`src/rtl/ssc_pkg.sv`:
```
// Shared types and constants for the subset sum counter.
// No dependencies; every other file refers to it by scoped names.
`timescale 1ns / 1ps
`default_nettype none

package ssc_pkg;

    localparam int MAX_ELEMENTS = 16;
    localparam int VAL_W        = 30;
    localparam int CNT_W        = $clog2(MAX_ELEMENTS + 1);
    localparam int IDX_W        = (MAX_ELEMENTS > 1) ? $clog2(MAX_ELEMENTS) : 1;
    localparam int SUB_W        = MAX_ELEMENTS + 1;
    localparam int SUM_W        = VAL_W + IDX_W;
    localparam int COUNT_W      = 17;
    localparam int IN_DATA_W    = ((VAL_W + 7) / 8) * 8;
    localparam int OUT_DATA_W   = ((COUNT_W + 7) / 8) * 8;
    localparam int Q_DEPTH      = 4;
    localparam int Q_AW         = $clog2(Q_DEPTH);

    localparam logic [COUNT_W-1:0] COUNT_MAX = {COUNT_W{1'b1}};

    typedef enum logic [1:0] {
        CMD_STORE,
        CMD_STORE_COUNT,
        CMD_COUNT
    } cmd_t;

    typedef struct packed {
        cmd_t              cmd;
        logic [VAL_W-1:0]  value;
        logic [IDX_W-1:0]  slot;
        logic [CNT_W-1:0]  n;
    } entry_t;

    typedef struct packed {
        logic full;
        logic empty;
    } q_stat_t;

    typedef struct packed {
        logic busy;
        logic pop;
    } back_stat_t;

    typedef enum logic [1:0] {
        ST_IDLE,
        ST_RUN,
        ST_DONE
    } st_t;

    function automatic logic [IDX_W-1:0] lowest_bit(input logic [MAX_ELEMENTS-1:0] v);
        logic [IDX_W-1:0] pos;
        pos = '0;
        for (int i = MAX_ELEMENTS - 1; i >= 0; i--)
        begin
            if (v[i])
            begin
                pos = IDX_W'(i);
            end
        end
        return pos;
    endfunction

endpackage

`default_nettype wire

```
`src/rtl/ssc_front.sv`:
```
// Front end: accepts words, tracks the fill level and tags each word with a command.
// Depends on ssc_pkg.
`timescale 1ns / 1ps
`default_nettype none

module ssc_front (
    input  wire logic                         clk,
    input  wire logic                         rst_n,
    input  wire logic                         accept,
    input  wire logic [ssc_pkg::VAL_W-1:0]    value,
    input  wire logic                         last,
    output ssc_pkg::entry_t                   push_entry,
    output logic                              push
);

    logic [ssc_pkg::CNT_W-1:0] cnt_reg;
    logic [ssc_pkg::CNT_W-1:0] cnt_next;
    logic                      keep;

    always_comb
    begin
        keep             = (cnt_reg < ssc_pkg::CNT_W'(ssc_pkg::MAX_ELEMENTS));
        push_entry.value = value;
        push_entry.slot  = cnt_reg[ssc_pkg::IDX_W-1:0];
        push_entry.n     = keep ? cnt_reg + 1'b1 : cnt_reg;
        if (last)
        begin
            push_entry.cmd = keep ? ssc_pkg::CMD_STORE_COUNT : ssc_pkg::CMD_COUNT;
        end
        else
        begin
            push_entry.cmd = ssc_pkg::CMD_STORE;
        end
        // drop a plain word once the store is full
        push     = accept && (keep || last);
        cnt_next = cnt_reg;
        if (accept)
        begin
            if (last)
            begin
                cnt_next = '0;
            end
            else if (keep)
            begin
                cnt_next = cnt_reg + 1'b1;
            end
        end
    end

    always_ff @(posedge clk or negedge rst_n)
    begin
        if (!rst_n)
        begin
            cnt_reg <= '0;
        end
        else
        begin
            cnt_reg <= cnt_next;
        end
    end

endmodule

`default_nettype wire

```
`src/rtl/ssc_queue.sv`:
```
// Short command queue between the front end and the counting engine.
// Depends on ssc_pkg.
`timescale 1ns / 1ps
`default_nettype none

module ssc_queue (
    input  wire logic             clk,
    input  wire logic             rst_n,
    input  wire logic             push,
    input  wire ssc_pkg::entry_t  push_entry,
    input  wire logic             pop,
    output ssc_pkg::entry_t       head,
    output ssc_pkg::q_stat_t      stat
);

    ssc_pkg::entry_t           mem [ssc_pkg::Q_DEPTH];
    logic [ssc_pkg::Q_AW-1:0]  wr_ptr_reg;
    logic [ssc_pkg::Q_AW-1:0]  wr_ptr_next;
    logic [ssc_pkg::Q_AW-1:0]  rd_ptr_reg;
    logic [ssc_pkg::Q_AW-1:0]  rd_ptr_next;
    logic [ssc_pkg::Q_AW:0]    level_reg;
    logic [ssc_pkg::Q_AW:0]    level_next;
    logic                      do_push;
    logic                      do_pop;

    always_comb
    begin
        stat.full   = (level_reg == (ssc_pkg::Q_AW + 1)'(ssc_pkg::Q_DEPTH));
        stat.empty  = (level_reg == '0);
        head        = mem[rd_ptr_reg];
        do_push     = push && !stat.full;
        do_pop      = pop && !stat.empty;
        wr_ptr_next = do_push ? wr_ptr_reg + 1'b1 : wr_ptr_reg;
        rd_ptr_next = do_pop ? rd_ptr_reg + 1'b1 : rd_ptr_reg;
        level_next  = level_reg;
        if (do_push && !do_pop)
        begin
            level_next = level_reg + 1'b1;
        end
        else if (do_pop && !do_push)
        begin
            level_next = level_reg - 1'b1;
        end
    end

    always_ff @(posedge clk)
    begin
        if (do_push)
        begin
            mem[wr_ptr_reg] <= push_entry;
        end
    end

    always_ff @(posedge clk or negedge rst_n)
    begin
        if (!rst_n)
        begin
            wr_ptr_reg <= '0;
            rd_ptr_reg <= '0;
            level_reg  <= '0;
        end
        else
        begin
            wr_ptr_reg <= wr_ptr_next;
            rd_ptr_reg <= rd_ptr_next;
            level_reg  <= level_next;
        end
    end

endmodule

`default_nettype wire

```
`src/rtl/ssc_back.sv`:
```
// Counting engine: holds the element store and walks all subsets in Gray-code order.
// Depends on ssc_pkg.
`timescale 1ns / 1ps
`default_nettype none

module ssc_back (
    input  wire logic                          clk,
    input  wire logic                          rst_n,
    input  wire ssc_pkg::entry_t               head,
    input  wire ssc_pkg::q_stat_t              q_stat,
    input  wire logic [ssc_pkg::VAL_W-1:0]     target,
    input  wire logic                          out_ready,
    output logic                               out_valid,
    output logic [ssc_pkg::COUNT_W-1:0]        out_count,
    output ssc_pkg::back_stat_t                stat
);

    logic [ssc_pkg::VAL_W-1:0]        store [ssc_pkg::MAX_ELEMENTS];

    ssc_pkg::st_t                     state_reg;
    ssc_pkg::st_t                     state_next;
    logic [ssc_pkg::CNT_W-1:0]        n_reg;
    logic [ssc_pkg::CNT_W-1:0]        n_next;
    logic [ssc_pkg::SUB_W-1:0]        i_reg;
    logic [ssc_pkg::SUB_W-1:0]        i_next;
    logic [ssc_pkg::MAX_ELEMENTS-1:0] chosen_reg;
    logic [ssc_pkg::MAX_ELEMENTS-1:0] chosen_next;
    logic                             p1_valid_reg;
    logic                             p1_valid_next;
    logic                             sub1_reg;
    logic                             sub1_next;
    logic [ssc_pkg::VAL_W-1:0]        v1_reg;
    logic                             p2_valid_reg;
    logic                             p2_valid_next;
    logic [ssc_pkg::SUM_W-1:0]        sum_reg;
    logic [ssc_pkg::SUM_W-1:0]        sum_next;
    logic [ssc_pkg::COUNT_W-1:0]      hits_reg;
    logic [ssc_pkg::COUNT_W-1:0]      hits_next;
    logic                             out_valid_reg;
    logic                             out_valid_next;
    logic [ssc_pkg::COUNT_W-1:0]      out_count_reg;
    logic [ssc_pkg::COUNT_W-1:0]      out_count_next;

    logic [ssc_pkg::SUB_W-1:0]        total;
    logic [ssc_pkg::IDX_W-1:0]        b;
    logic                             issue;
    logic                             pop;

    always_comb
    begin
        state_next     = state_reg;
        n_next         = n_reg;
        i_next         = i_reg;
        chosen_next    = chosen_reg;
        sub1_next      = sub1_reg;
        sum_next       = sum_reg;
        hits_next      = hits_reg;
        out_count_next = out_count_reg;
        out_valid_next = out_valid_reg && !out_ready;
        pop            = 1'b0;
        issue          = 1'b0;
        total          = ssc_pkg::SUB_W'(1) << n_reg;
        b              = ssc_pkg::lowest_bit(i_reg[ssc_pkg::MAX_ELEMENTS-1:0]);

        case (state_reg)
            ssc_pkg::ST_IDLE:
            begin
                if (!q_stat.empty)
                begin
                    pop = 1'b1;
                    if (head.cmd != ssc_pkg::CMD_STORE)
                    begin
                        n_next      = head.n;
                        i_next      = ssc_pkg::SUB_W'(1);
                        chosen_next = '0;
                        sum_next    = '0;
                        hits_next   = (target == '0) ? ssc_pkg::COUNT_W'(1) : '0;
                        state_next  = ssc_pkg::ST_RUN;
                    end
                end
            end
            ssc_pkg::ST_RUN:
            begin
                issue = (i_reg < total);
                if (!issue && !p1_valid_reg && !p2_valid_reg)
                begin
                    state_next = ssc_pkg::ST_DONE;
                end
            end
            ssc_pkg::ST_DONE:
            begin
                if (!out_valid_reg || out_ready)
                begin
                    out_valid_next = 1'b1;
                    out_count_next = hits_reg;
                    state_next     = ssc_pkg::ST_IDLE;
                end
            end
            default:
            begin
                state_next = ssc_pkg::ST_IDLE;
            end
        endcase

        // stage 1: pick the element that flips
        p1_valid_next = issue;
        if (issue)
        begin
            sub1_next      = chosen_reg[b];
            chosen_next[b] = ~chosen_reg[b];
            i_next         = i_reg + 1'b1;
        end

        // stage 2: update the running sum
        p2_valid_next = p1_valid_reg;
        if (p1_valid_reg)
        begin
            if (sub1_reg)
            begin
                sum_next = sum_reg - ssc_pkg::SUM_W'(v1_reg);
            end
            else
            begin
                sum_next = sum_reg + ssc_pkg::SUM_W'(v1_reg);
            end
        end

        // stage 3: compare and count
        if (p2_valid_reg && (sum_reg == ssc_pkg::SUM_W'(target)) &&
            (hits_reg != ssc_pkg::COUNT_MAX))
        begin
            hits_next = hits_reg + 1'b1;
        end

        stat.busy = (state_reg != ssc_pkg::ST_IDLE);
        stat.pop  = pop;
        out_valid = out_valid_reg;
        out_count = out_count_reg;
    end

    always_ff @(posedge clk)
    begin
        if (pop && (head.cmd != ssc_pkg::CMD_COUNT))
        begin
            store[head.slot] <= head.value;
        end
        if (issue)
        begin
            v1_reg <= store[b];
        end
    end

    always_ff @(posedge clk or negedge rst_n)
    begin
        if (!rst_n)
        begin
            state_reg     <= ssc_pkg::ST_IDLE;
            p1_valid_reg  <= 1'b0;
            p2_valid_reg  <= 1'b0;
            out_valid_reg <= 1'b0;
        end
        else
        begin
            state_reg     <= state_next;
            p1_valid_reg  <= p1_valid_next;
            p2_valid_reg  <= p2_valid_next;
            out_valid_reg <= out_valid_next;
        end
    end

    always_ff @(posedge clk)
    begin
        n_reg         <= n_next;
        i_reg         <= i_next;
        chosen_reg    <= chosen_next;
        sub1_reg      <= sub1_next;
        sum_reg       <= sum_next;
        hits_reg      <= hits_next;
        out_count_reg <= out_count_next;
    end

endmodule

`default_nettype wire

```
`src/rtl/subset_sum_counter.sv`:
```
// Subset sum counter: a word without tlast passes through the queue into the store.
// A word with tlast closes a set of n elements and counts its subsets; the engine tests
// one subset per cycle through a three-stage add/compare pipeline.
// Up to four words queue up while the engine counts; the result waits in an output register.
// Reset (rst_n low, asynchronous) empties the queue and the store and clears target_sum.
// Depends on ssc_pkg, ssc_front, ssc_queue and ssc_back.
`timescale 1ns / 1ps
`default_nettype none

module subset_sum_counter (
    input  wire logic                              clk,
    input  wire logic                              rst_n,
    input  wire logic                              s_tvalid,
    output logic                                   s_tready,
    input  wire logic [ssc_pkg::IN_DATA_W-1:0]     s_tdata,   // element_value
    input  wire logic                              s_tlast,   // last_element
    output logic                                   m_tvalid,
    input  wire logic                              m_tready,
    output logic [ssc_pkg::OUT_DATA_W-1:0]         m_tdata,   // subset_count
    input  wire logic                              cfg_valid,
    output logic                                   cfg_ready,
    input  wire logic [ssc_pkg::VAL_W-1:0]         cfg_data   // target_sum
);

    logic [ssc_pkg::VAL_W-1:0]   target_reg;
    logic [ssc_pkg::COUNT_W-1:0] count;
    logic                        accept;
    logic                        push;
    ssc_pkg::entry_t             push_entry;
    ssc_pkg::entry_t             head;
    ssc_pkg::q_stat_t            q_stat;
    ssc_pkg::back_stat_t         back_stat;

    assign cfg_ready = 1'b1;
    assign s_tready  = !q_stat.full;
    assign accept    = s_tvalid && s_tready;
    assign m_tdata   = ssc_pkg::OUT_DATA_W'(count);

    always_ff @(posedge clk or negedge rst_n)
    begin
        if (!rst_n)
        begin
            target_reg <= '0;
        end
        else if (cfg_valid && cfg_ready)
        begin
            target_reg <= cfg_data;
        end
    end

    ssc_front u_front (
        .clk        (clk),
        .rst_n      (rst_n),
        .accept     (accept),
        .value      (s_tdata[ssc_pkg::VAL_W-1:0]),
        .last       (s_tlast),
        .push_entry (push_entry),
        .push       (push)
    );

    ssc_queue u_queue (
        .clk        (clk),
        .rst_n      (rst_n),
        .push       (push),
        .push_entry (push_entry),
        .pop        (back_stat.pop),
        .head       (head),
        .stat       (q_stat)
    );

    ssc_back u_back (
        .clk       (clk),
        .rst_n     (rst_n),
        .head      (head),
        .q_stat    (q_stat),
        .target    (target_reg),
        .out_ready (m_tready),
        .out_valid (m_tvalid),
        .out_count (count),
        .stat      (back_stat)
    );

    a_no_pop_empty: assert property (@(posedge clk) disable iff (!rst_n)
        q_stat.empty |-> !back_stat.pop)
        else $error("pop from empty queue");

    a_no_pop_busy: assert property (@(posedge clk) disable iff (!rst_n)
        back_stat.busy |-> !back_stat.pop)
        else $error("queue popped while counting");

    a_result_from_count: assert property (@(posedge clk) disable iff (!rst_n)
        $rose(m_tvalid) |-> $past(back_stat.busy))
        else $error("result without a count");

endmodule

`default_nettype wire

```
`config.mk`:
```
export PLATFORM = sky130hd
export DESIGN_NAME = subset_sum_counter
export DESIGN_NICKNAME = d
export VERILOG_FILES = /design/src/rtl/ssc_pkg.sv /design/src/rtl/ssc_front.sv /design/src/rtl/ssc_queue.sv /design/src/rtl/ssc_back.sv /design/src/rtl/subset_sum_counter.sv
export SDC_FILE = /design/constraint.sdc
export NUM_CORES = 1
export LEC_CHECK = 0
export ABC_AREA = 1
export BUFFER_PORTS_ARGS = -buffer_cell sky130_fd_sc_hd__buf_2
export CORE_MARGIN = 2
export CORE_UTILIZATION = 35
export DETAILED_ROUTE_END_ITERATION = 16
export GPL_TIMING_DRIVEN = 0
export MAX_ROUTING_LAYER = met4
export PLACE_DENSITY = 0.48
export SLEW_MARGIN = 40
export SYNTH_ARGS = -nofsm -noshare
export SYNTH_HDL_FRONTEND = slang
export SYNTH_SLANG_ARGS = --single-unit
```
`constraint.sdc`:
```
create_clock -name clk -period 5.5 [get_ports clk]
set_clock_uncertainty 0.2 [all_clocks]
set_input_delay 1.1 -clock clk [delete_from_list [all_inputs] [get_ports clk]]
set_output_delay 1.1 -clock clk [all_outputs]
set_load 0.005 [all_outputs]
```
==> impl_results.md, run 1 <==
- Status: finished, final reports clean
- Critical Path RT: 5680 ps
- Core Footprint: 0.1014 mm2
- Die width: 323.4 um
- Nets@finish: 3501
- Vias: 24059
- Rows: 117
- Leakage power: 0.01557 uW
- Post-synthesis average cell area: 11.43 um2
- Final hold violation count: 0
- IO Pins: 95
- Post-CTS Repair Setup Buffers: 0
- Clk root buf: clkbuf_16
- Die Area: 0.1046 mm2
- H-tree Lvls: 3
- Worst Max-Slew Pin Slew: 913.5 ps
- First-pass GRT wire length: 153700 um
- Area grow syn2layout: 19.11%
- Setup ws final: 888.0 ps
- EDFF count, synth: 765
- CTS tree: built
- DRT antenna net count: 0
- Mapped Area: 0.03570 mm2
- GRT overflow: 0
- Pre-CTS setup slack: 932.5 ps
- Final period util: 0.8385
- Clock-pin slew on the worst setup and hold paths: 60 ps
- FF+latch area: 0.02447 mm2
- Crit path max fanout: 5
- DR WL/cell: 21.75 um
- Pre-antenna DRT Iters: 5
- CP Data Arrival Time: 4800 ps
- Max IR drop VDD: 332.1 uV
- Hpwl dp: 73620 um
- # fillers: 9625
- Seq/Total Area, Yosys: 0.6855
- Detailed-route DRC error count: 0
- Fraction of registers with async set/reset: 0.05676
- Hold crit path type: primary input to asynchronous set/reset pin
- Crit path kind: flop to flop
- Largest net degree at the start of global routing: 48
- Slew Viols, Final: 0
- Vias/cell: 4.994
- Vias in the first global route: 23357
- Number of flip-flops in the largest register: 480
- Startpoint Class: flop
- Max frequency: 216.8 MHz
- Initial antenna violation count: 3
- Max Root-Sink Buffers: 3
- Initial DRC count: 2097
- CTS buffer count: 91
- Gr usage total: 0.2062
- # hold bufs at CTS: 0
- Synth unique cells: 57
- Power per cell area: 609.8 mW/mm2
- Critical Path End Type: flop
- Clock Sinks: 828
- GPL Wtd Cong: 0.8449
- Synth warn: 0
- Rel. slew slack: 0.3910
- PostCTS Resize Cnt: 0
- # port buffers: 83
- Area taken by multi-input logic gates: 0.01013 mm2
- Most numerous cell in the Yosys netlist: nand2_1
- RSZ-0062 raised after global routing: no
- Die Y-Extent: 323.4 um
- Synth top cells by count: nand2_1, edfxtp_1, inv_1, nor2_1, nand3_1
- Power Total: 25930 uW
- Final min period: 4612 ps
- Initial Utilization: 0.3519
- Number of setup violations in the final report: 0
- Diodes inserted: 0
- Post-synth top area cell: edfxtp_1
- Final WL: 104800 um
- Yosys reg bits: 828
- Placement Cell Area: 0.03953 mm2
- Final instance area: 0.04252 mm2
- Clk_lat worst skew: 680 ps
- Share of cells above drive strength 1: 0.1258
- Max Cap Viol: 0
- Syn Inst Count: 3123
- Synth top area cells: edfxtp_1, nand2_1, dfrtp_1
- Top cell type's share of synthesized area: 0.6435
- Primary FF master, synth: edfxtp_1
layout by cell type (no fill, tap or decap), drive strengths merged, types with 14 or more instances in the layout:
cell and n:
o21ai 172, a21oi 105, buf 210, dfxtp 16
nor3 38, nand4 127, nand2 796, inv 244
nor2 220, clkinv 38, ha 59, nand3b 35
edfxtp 765, o22ai 43, nand3 174, mux2 14
clkbuf 192, xor2 39, xnor2 14, dfrtp 47
stage by stage:
stage	TNS (ps)	util	hold WS (ps)	cells
after global routing	0	0.4191	117.0	4818
after global placement	-171270	0.3731	153.1	4580
after floorplan	0	-	151.9	3129
after CTS	0	0.4188	171.4	4816
after detailed placement	0	0.3896	158.0	4645
final	0	0.4191	129.3	4818
worst paths after layout:
check	startpoint	endpoint	slack, ps	cells after the start
min in group clk	u_back.p1_valid_reg	u_back.p2_valid_reg	170	0
worst min-delay path	rst_n	u_queue.rd_ptr_reg[1]	130	1
worst min register to register	u_back.p1_valid_reg	u_back.p2_valid_reg	170	0
max in group asynchronous	rst_n	target_reg[24]	4450	2
worst max register to register	u_back.v1_reg[1]	u_back.sum_reg[33]	890	22
worst max-delay path	u_back.v1_reg[1]	u_back.sum_reg[33]	890	22
worst max-delay path: stages, from the launching register on:
cell      delay [ps]
edfxtp_1         400
inv_1            120
ha_1             180
nand3_1          110
nor3_1           140
inv_1             70
nor3_1           180
nor3b_2          220
nand2_1          120
nor2_2           140
nand3_1          200
o21ai_0          240
xor2_1           280
ha_1             330
a21oi_1          220
inv_1             60
a31oi_1          170
o21ai_0          120
a221oi_1         230
and2_1           270
o21ai_1          120
xor2_1           140
nor2_1            50
power breakdown:
group	leakage, uW	switching (uW)	internal [uW]
registers	0.00770	641	9320
logic	0.00643	7140	2770
clock network	0.00143	2580	3490
total	0.0156	10400	15600
metal layers:
layer  global-route usage  routed length (um)  vias to the layer above
li1                     -                   -                    11519
met1               0.2753               47400                    11818
met2               0.3352               50110                      600
met3              0.02742                5350                      122
met4              0.04610                1933                        0
met5                    -                   0                        -
layout make-up:
| class | count | area share |
|---|---|---|
| flip-flops and latches | 828 | 0.5755 |
| multi-input cells | 1929 | 0.2383 |
| clock inverters | 46 | 0.01165 |
| plain buffers | 127 | 0.01507 |
| repair buffers | 150 | 0.03967 |
| clock buffers | 125 | 0.05797 |
| well taps | 1368 | 0.04026 |
| inverters | 245 | 0.02163 |
kinds of logic after synthesis:
kind of cell / share of synthesized area
multiplexers: 0.004416
other: 0.0002104
buffers and inverters: 0.04339
flip-flops: 0.6855
adder cells (fa/ha/maj): 0.02180
AO/OA/AOI/OAI: 0.06022
AND/OR/NAND/NOR: 0.1715
XOR/XNOR: 0.01300
(Power assumes the default switching activity.)
==> run 2, diff against run 1 <==
==> constraint.sdc (replaced) <==
create_clock -name clk -period 4.67 [get_ports clk]
set_clock_uncertainty 0.2 [all_clocks]
set_input_delay 0.934 -clock clk [delete_from_list [all_inputs] [get_ports clk]]
set_output_delay 0.934 -clock clk [all_outputs]
set_load 0.005 [all_outputs]
==> run 2 against run 1 <==
Against the previous run: die area unchanged; highest routed layer unchanged; power is 18% higher; sequential power increased by 17%; worst hold slack improved by 40 ps; flip-flop and latch count unchanged; clock power grew 18%; final cell count stayed put; count of clock-buffer cells in the layout stayed put; via count is 0.32% higher; design area grew 0.16%; wire length is essentially flat; sequential share of layout area shrank 0.090 points.
==> impl_results.md, run 2 (synthesized netlist as in run 1, its figures left out) <==
- # fillers: 9618 (was 9625)
- Area taken by multi-input logic gates: 0.01019 mm2 (was 0.01013 mm2)
- Slew Viols, Final: 0 (unchanged)
- Post-CTS Repair Setup Buffers: 0 (unchanged)
- Detailed-route DRC error count: 0 (unchanged)
- Placement Cell Area: 0.03953 mm2 (unchanged)
- Area grow syn2layout: 19.30% (was 19.11%)
- FF+latch area: 0.02447 mm2 (unchanged)
- Diodes inserted: 0 (unchanged)
- Gr usage total: 0.2062 (unchanged)
- CTS tree: built (unchanged)
- Rows: 117 (unchanged)
- Number of flip-flops in the largest register: 480 (unchanged)
- Final min period: 4307 ps (was 4612 ps)
- Initial DRC count: 2040 (was 2097)
- Largest net degree at the start of global routing: 48 (unchanged)
- Clock-pin slew on the worst setup and hold paths: 60 ps (about the same)
- DRT antenna net count: 0 (unchanged)
- Max IR drop VDD: 388.5 uV (was 332.1 uV)
- DR WL/cell: 21.74 um (was 21.75 um)
- Final hold violation count: 0 (unchanged)
- Rel. slew slack: 0.3868 (was 0.3910)
- Die Y-Extent: 323.4 um (unchanged)
- Hold crit path type: flop to flop (was primary input to asynchronous set/reset pin)
- Commonest non-fill, non-tap cell in the layout: nand2_1 (unchanged)
- Worst Max-Slew Pin Slew: 919.8 ps (was 913.5 ps)
- Crit path max fanout: 6 (was 5)
- Critical Path End Type: flop (unchanged)
- Setup ws final: 363.4 ps (was 888.0 ps)
- GPL Wtd Cong: 0.8449 (unchanged)
- Pre-CTS setup slack: 102.5 ps (was 932.5 ps)
- Max frequency: 232.2 MHz (was 216.8 MHz)
- Crit path kind: flop to flop (unchanged)
- Hpwl dp: 73620 um (unchanged)
- GRT overflow: 0 (unchanged)
- Final instance area: 0.04259 mm2 (was 0.04252 mm2)
- Power Total: 30590 uW (was 25930 uW)
- # port buffers: 83 (unchanged)
- Initial Utilization: 0.3519 (unchanged)
- Status: finished, final reports clean (unchanged)
- Die width: 323.4 um (unchanged)
- Setup TNS: 0 ps (unchanged)
- Die Area: 0.1046 mm2 (unchanged)
- H-tree Lvls: 3 (unchanged)
- Min Hold Slack: 169.8 ps (was 129.3 ps)
- First-pass GRT wire length: 153700 um (unchanged)
- Max Cap Viol: 0 (unchanged)
- Pre-antenna DRT Iters: 5 (unchanged)
- Final WL: 104700 um (was 104800 um)
- Most frequent cells in the layout: nand2_1, edfxtp_1, inv_1, nor2_1, nand3_1 (unchanged)
- Power per cell area: 718.3 mW/mm2 (was 609.8 mW/mm2)
- Clk_lat worst skew: 680 ps (about the same)
- Vias: 24136 (was 24059)
- Final period util: 0.9222 (was 0.8385)
- Critical Path RT: 4860 ps (was 5680 ps)
- CTS buffer count: 91 (unchanged)
- CP Data Arrival Time: 4500 ps (was 4800 ps)
- Leakage power: 0.01558 uW (was 0.01557 uW)
- Number of setup violations in the final report: 0 (unchanged)
- RSZ-0062 raised after global routing: yes (was no)
- Initial antenna violation count: 3 (unchanged)
- Vias in the first global route: 23357 (unchanged)
- Startpoint Class: flop (unchanged)
- Clock Sinks: 828 (unchanged)
- Nets@finish: 3501 (unchanged)
- Max Root-Sink Buffers: 3 (unchanged)
- Clk root buf: clkbuf_16 (unchanged)
- Core Footprint: 0.1014 mm2 (unchanged)
- Vias/cell: 5.010 (was 4.994)
- Share of cells above drive strength 1: 0.1296 (was 0.1258)
- IO Pins: 95 (unchanged)
==> run 2: cell type report <==
class / count / share of cell area
multi-input combinational: 1929 / 0.2393
clock buffer: 125 / 0.05788
clock inverter: 46 / 0.01163
sequential: 828 / 0.5746
tap: 1368 / 0.04019
inverter: 245 / 0.02159
buffer: 126 / 0.01495
timing repair buffer: 151 / 0.03984
==> run 2: metal layers <==
metal,part of all wire,track usage,vias up
met5,0,-,-
met4,0.020,0.04610,0
met3,0.053,0.02742,136
met2,0.48,0.3352,652
met1,0.45,0.2753,11825
li1,-,-,11523
==> run 2: final timing paths <==
kind,cells after the start,end,from,slack [ps]
setup / recovery,24,u_back.sum_reg[32],u_back.v1_reg[1],360
hold / removal,0,u_back.p2_valid_reg,u_back.p1_valid_reg,170
setup reg to reg,24,u_back.sum_reg[32],u_back.v1_reg[1],360
hold reg to reg,0,u_back.p2_valid_reg,u_back.p1_valid_reg,170
max in group asynchronous,3,target_reg[24],rst_n,3230
min in group asynchronous,2,u_queue.rd_ptr_reg[1],rst_n,510
==> run 2: metrics by stage <==
stage,util,cells
2_1_floorplan,-,3129
3_3_place_gp,0.3731,4580
3_5_place_dp,0.3896,4645
4_1_cts,0.4188,4816
5_1_grt,0.4198,4818
6_report,0.4198,4818
==> run 2: critical path: stages, from the launching register on <==
cell and delay [ps]:
edfxtp_1 400, inv_1 120, nand3_1 120, nor3_2 140
nand3_1 140, nor2_2 130, nand2_1 90, nor2_1 90
nand3_1 130, nor2_1 110, nand2_1 70, nor2_1 130
nand2_1 120, nand2_1 90, xor2_1 340, ha_1 360
a21oi_1 220, o21a_1 160, o21ai_0 80, a221oi_1 240
nand2_1 160, nand2_1 90, nand3b_1 100, o21ai_0 160
a21oi_1 50
==> run 2: power by group <==
group | total [uW] | internal (uW) | switching (uW)
clock network | 7140 | 4110 | 3030
logic | 11700 | 3300 | 8430
registers | 11700 | 11000 | 758
==> run 2: repair_timing <==
item,CTS,global route
endpoints found under the setup margin,0,10
hold buffers,0,1
gates resized for setup,0,17
endpoints found under the hold margin,0,13
==> run 3, diff against run 2 <==
--- a/config.mk
+++ b/config.mk
@@ -7,7 +7,7 @@
 export LEC_CHECK = 0
 export ABC_AREA = 1
 export BUFFER_PORTS_ARGS = -buffer_cell sky130_fd_sc_hd__buf_2
-export CORE_MARGIN = 2
+export CORE_MARGIN = 4
 export CORE_UTILIZATION = 35
 export DETAILED_ROUTE_END_ITERATION = 16
 export GPL_TIMING_DRIVEN = 0
==> run 3 against run 2 <==
Against the previous run: register-to-register slack about the same; core utilization up 0.43 points; die area up 2.5%; setup slack worse by 1.9 ps; global-route usage down 0.34 points; first-iteration DRC count up 3.7%; critical endpoint is now u_back.sum_reg[33]; largest cell class unchanged.
==> impl_results.md, run 3 (synthesized netlist as in run 1, its figures left out) <==
- Met3 wire length: 5057 um (was 5527 um)
- Share of cells above drive strength 1: 0.1286 (was 0.1296)
- Initial Utilization: 0.3549 (was 0.3519)
- Startpoint Class: flop (unchanged)
- # hold bufs at CTS: 0 (unchanged)
- Final min period: 4309 ps (was 4307 ps)
- Worst Max-Slew Pin Slew: 825.1 ps (was 919.8 ps)
- CTS tree: built (unchanged)
- Commonest non-fill, non-tap cell in the layout: nand2_1 (unchanged)
- DR WL/cell: 22.17 um (was 21.74 um)
- Die Y-Extent: 327.4 um (was 323.4 um)
- Non-Filler Instances: 4805 (was 4818)
- Area taken by multi-input logic gates: 0.01020 mm2 (was 0.01019 mm2)
- GRT overflow: 0 (unchanged)
- # fillers: 9506 (was 9618)
- Largest net degree at the start of global routing: 48 (unchanged)
- Core Footprint: 0.1006 mm2 (was 0.1014 mm2)
- Max Cap Viol: 0 (unchanged)
- Hpwl dp: 75240 um (was 73620 um)
- # port buffers: 83 (unchanged)
- Slew Viols, Final: 0 (unchanged)
- Crit path max fanout: 5 (was 6)
- Final WL: 106500 um (was 104700 um)
- Inst Count DP: 4634 (was 4645)
- FF-to-FF setup slack: 360 ps (about the same)
- RSZ-0062 raised after global routing: yes (unchanged)
- Most frequent cells in the layout: nand2_1, edfxtp_1, inv_1, nor2_1, nand3_1 (unchanged)
- Number of flip-flops in the largest register: 480 (unchanged)
- Min Hold Slack: 128.9 ps (was 169.8 ps)
- Critical Path End Type: flop (unchanged)
- Critical Path RT: 4880 ps (was 4860 ps)
- Crit path kind: flop to flop (unchanged)
- Clock-pin slew on the worst setup and hold paths: 60 ps (about the same)
- Gr usage total: 0.2028 (was 0.2062)
- Die width: 327.4 um (was 323.4 um)
- Top Layer Used: met4 (unchanged)
- Vias: 24315 (was 24136)
- FF+latch area: 0.02447 mm2 (unchanged)
- Max Root-Sink Buffers: 3 (unchanged)
- Nets@finish: 3500 (was 3501)
- Leakage power: 0.01558 uW (about the same)
- Initial DRC count: 2115 (was 2040)
- WL met1: 48040 um (was 47190 um)
- Hold crit path type: primary input to asynchronous set/reset pin (was flop to flop)
- IO Pins: 95 (unchanged)
- Number of setup violations in the final report: 0 (unchanged)
- CP Data Arrival Time: 4520 ps (was 4500 ps)
- Clock Sinks: 828 (unchanged)
- Status: finished, final reports clean (unchanged)
- Final instance area: 0.04265 mm2 (was 0.04259 mm2)
- Max IR drop VDD: 439.8 uV (was 388.5 uV)
- Placement Cell Area: 0.03964 mm2 (was 0.03953 mm2)
- Die Area: 0.1072 mm2 (was 0.1046 mm2)
- H-tree Lvls: 3 (unchanged)
- Clk_lat worst skew: 660 ps (was 680 ps)
- Pre-antenna DRT Iters: 6 (was 5)
- Rows: 116 (was 117)
- Wire length on met2: 51090 um (was 49890 um)
- Max frequency: 232.1 MHz (was 232.2 MHz)
- Final hold violation count: 0 (unchanged)
- GPL Wtd Cong: 0.8135 (was 0.8449)
- Detailed-route DRC error count: 0 (unchanged)
- Initial antenna violation count: 6 (was 3)
- Vias in the first global route: 23479 (was 23357)
- Reg2reg path depth: 22 (was 24)
- Area grow syn2layout: 19.49% (was 19.30%)
- First-pass GRT wire length: 157200 um (was 153700 um)
- DRT antenna net count: 0 (unchanged)
- Vias/cell: 5.060 (was 5.010)
- Final period util: 0.9226 (was 0.9222)
- Rel. slew slack: 0.4499 (was 0.3868)
- Clk root buf: clkbuf_16 (unchanged)
- Power per cell area: 719.8 mW/mm2 (was 718.3 mW/mm2)
- CTS buffer count: 90 (was 91)
- Final Core Density: 0.4241 (was 0.4198)
-- run 3: stage by stage --
step / setup WS, ps / setup TNS, ps / total power [uW]
final: 361.5 / 0 / 30700
after global routing: -77.44 / -92.58 / 32490
after CTS: 113.4 / 0 / 30870
after detailed placement: 117.0 / 0 / 23720
after global placement: -1447 / -763520 / 22630
after floorplan: 862.7 / 0 / 18140
-- run 3: final cells by class --
type	instances	area share
well taps	1357	0.03981
multi-input cells	1929	0.2391
clock buffers	105	0.05459
inverters	245	0.02156
clock inverters	60	0.01417
flip-flops and latches	828	0.5736
plain buffers	127	0.01496
diodes	4	0.0002347
repair buffers	150	0.04192
-- run 3: final timing paths --
check / from / to
worst max-delay path: u_back.v1_reg[0] / u_back.sum_reg[33]
worst min-delay path: rst_n / u_back.out_valid
worst max register to register: u_back.v1_reg[0] / u_back.sum_reg[33]
worst min register to register: u_back.p1_valid_reg / u_back.p2_valid_reg
max in group asynchronous: rst_n / u_queue.wr_ptr_reg[1]
min in group clk: u_back.p1_valid_reg / u_back.p2_valid_reg
-- run 3: critical path, cell delays in order (launching register included) --
cell	delay, ps
edfxtp_1	380
inv_1	80
ha_1	170
nand3_1	100
nor3_1	140
inv_1	70
nor3_1	180
nor3b_2	230
nand2_1	140
nor2_2	170
nand3_2	150
nor3_2	170
a21oi_1	130
nor2_1	120
xor2_1	250
ha_1	330
a21oi_1	220
o21ai_0	130
a221oi_1	200
and2_2	230
o21ai_2	70
xor2_1	140
nor2_1	50
-- run 3: layer usage --
metal,GRT usage,up-vias
li1,-,11525
met4,0.04687,0
met3,0.02663,130
met1,0.2729,11990
met2,0.3292,670
met5,-,-
-- run 3: timing repair --
item | 4_1_cts | 5_1_grt
endpoints found under the setup margin | 0 | 9
gates resized for setup | 0 | 12
hold endpoints to repair | 0 | 0
buffers inserted | 0 | 2
-- run 3: where the power goes --
group	internal [uW]	switching, uW
logic	3380	8470
clock network	4090	3020
registers	11000	780
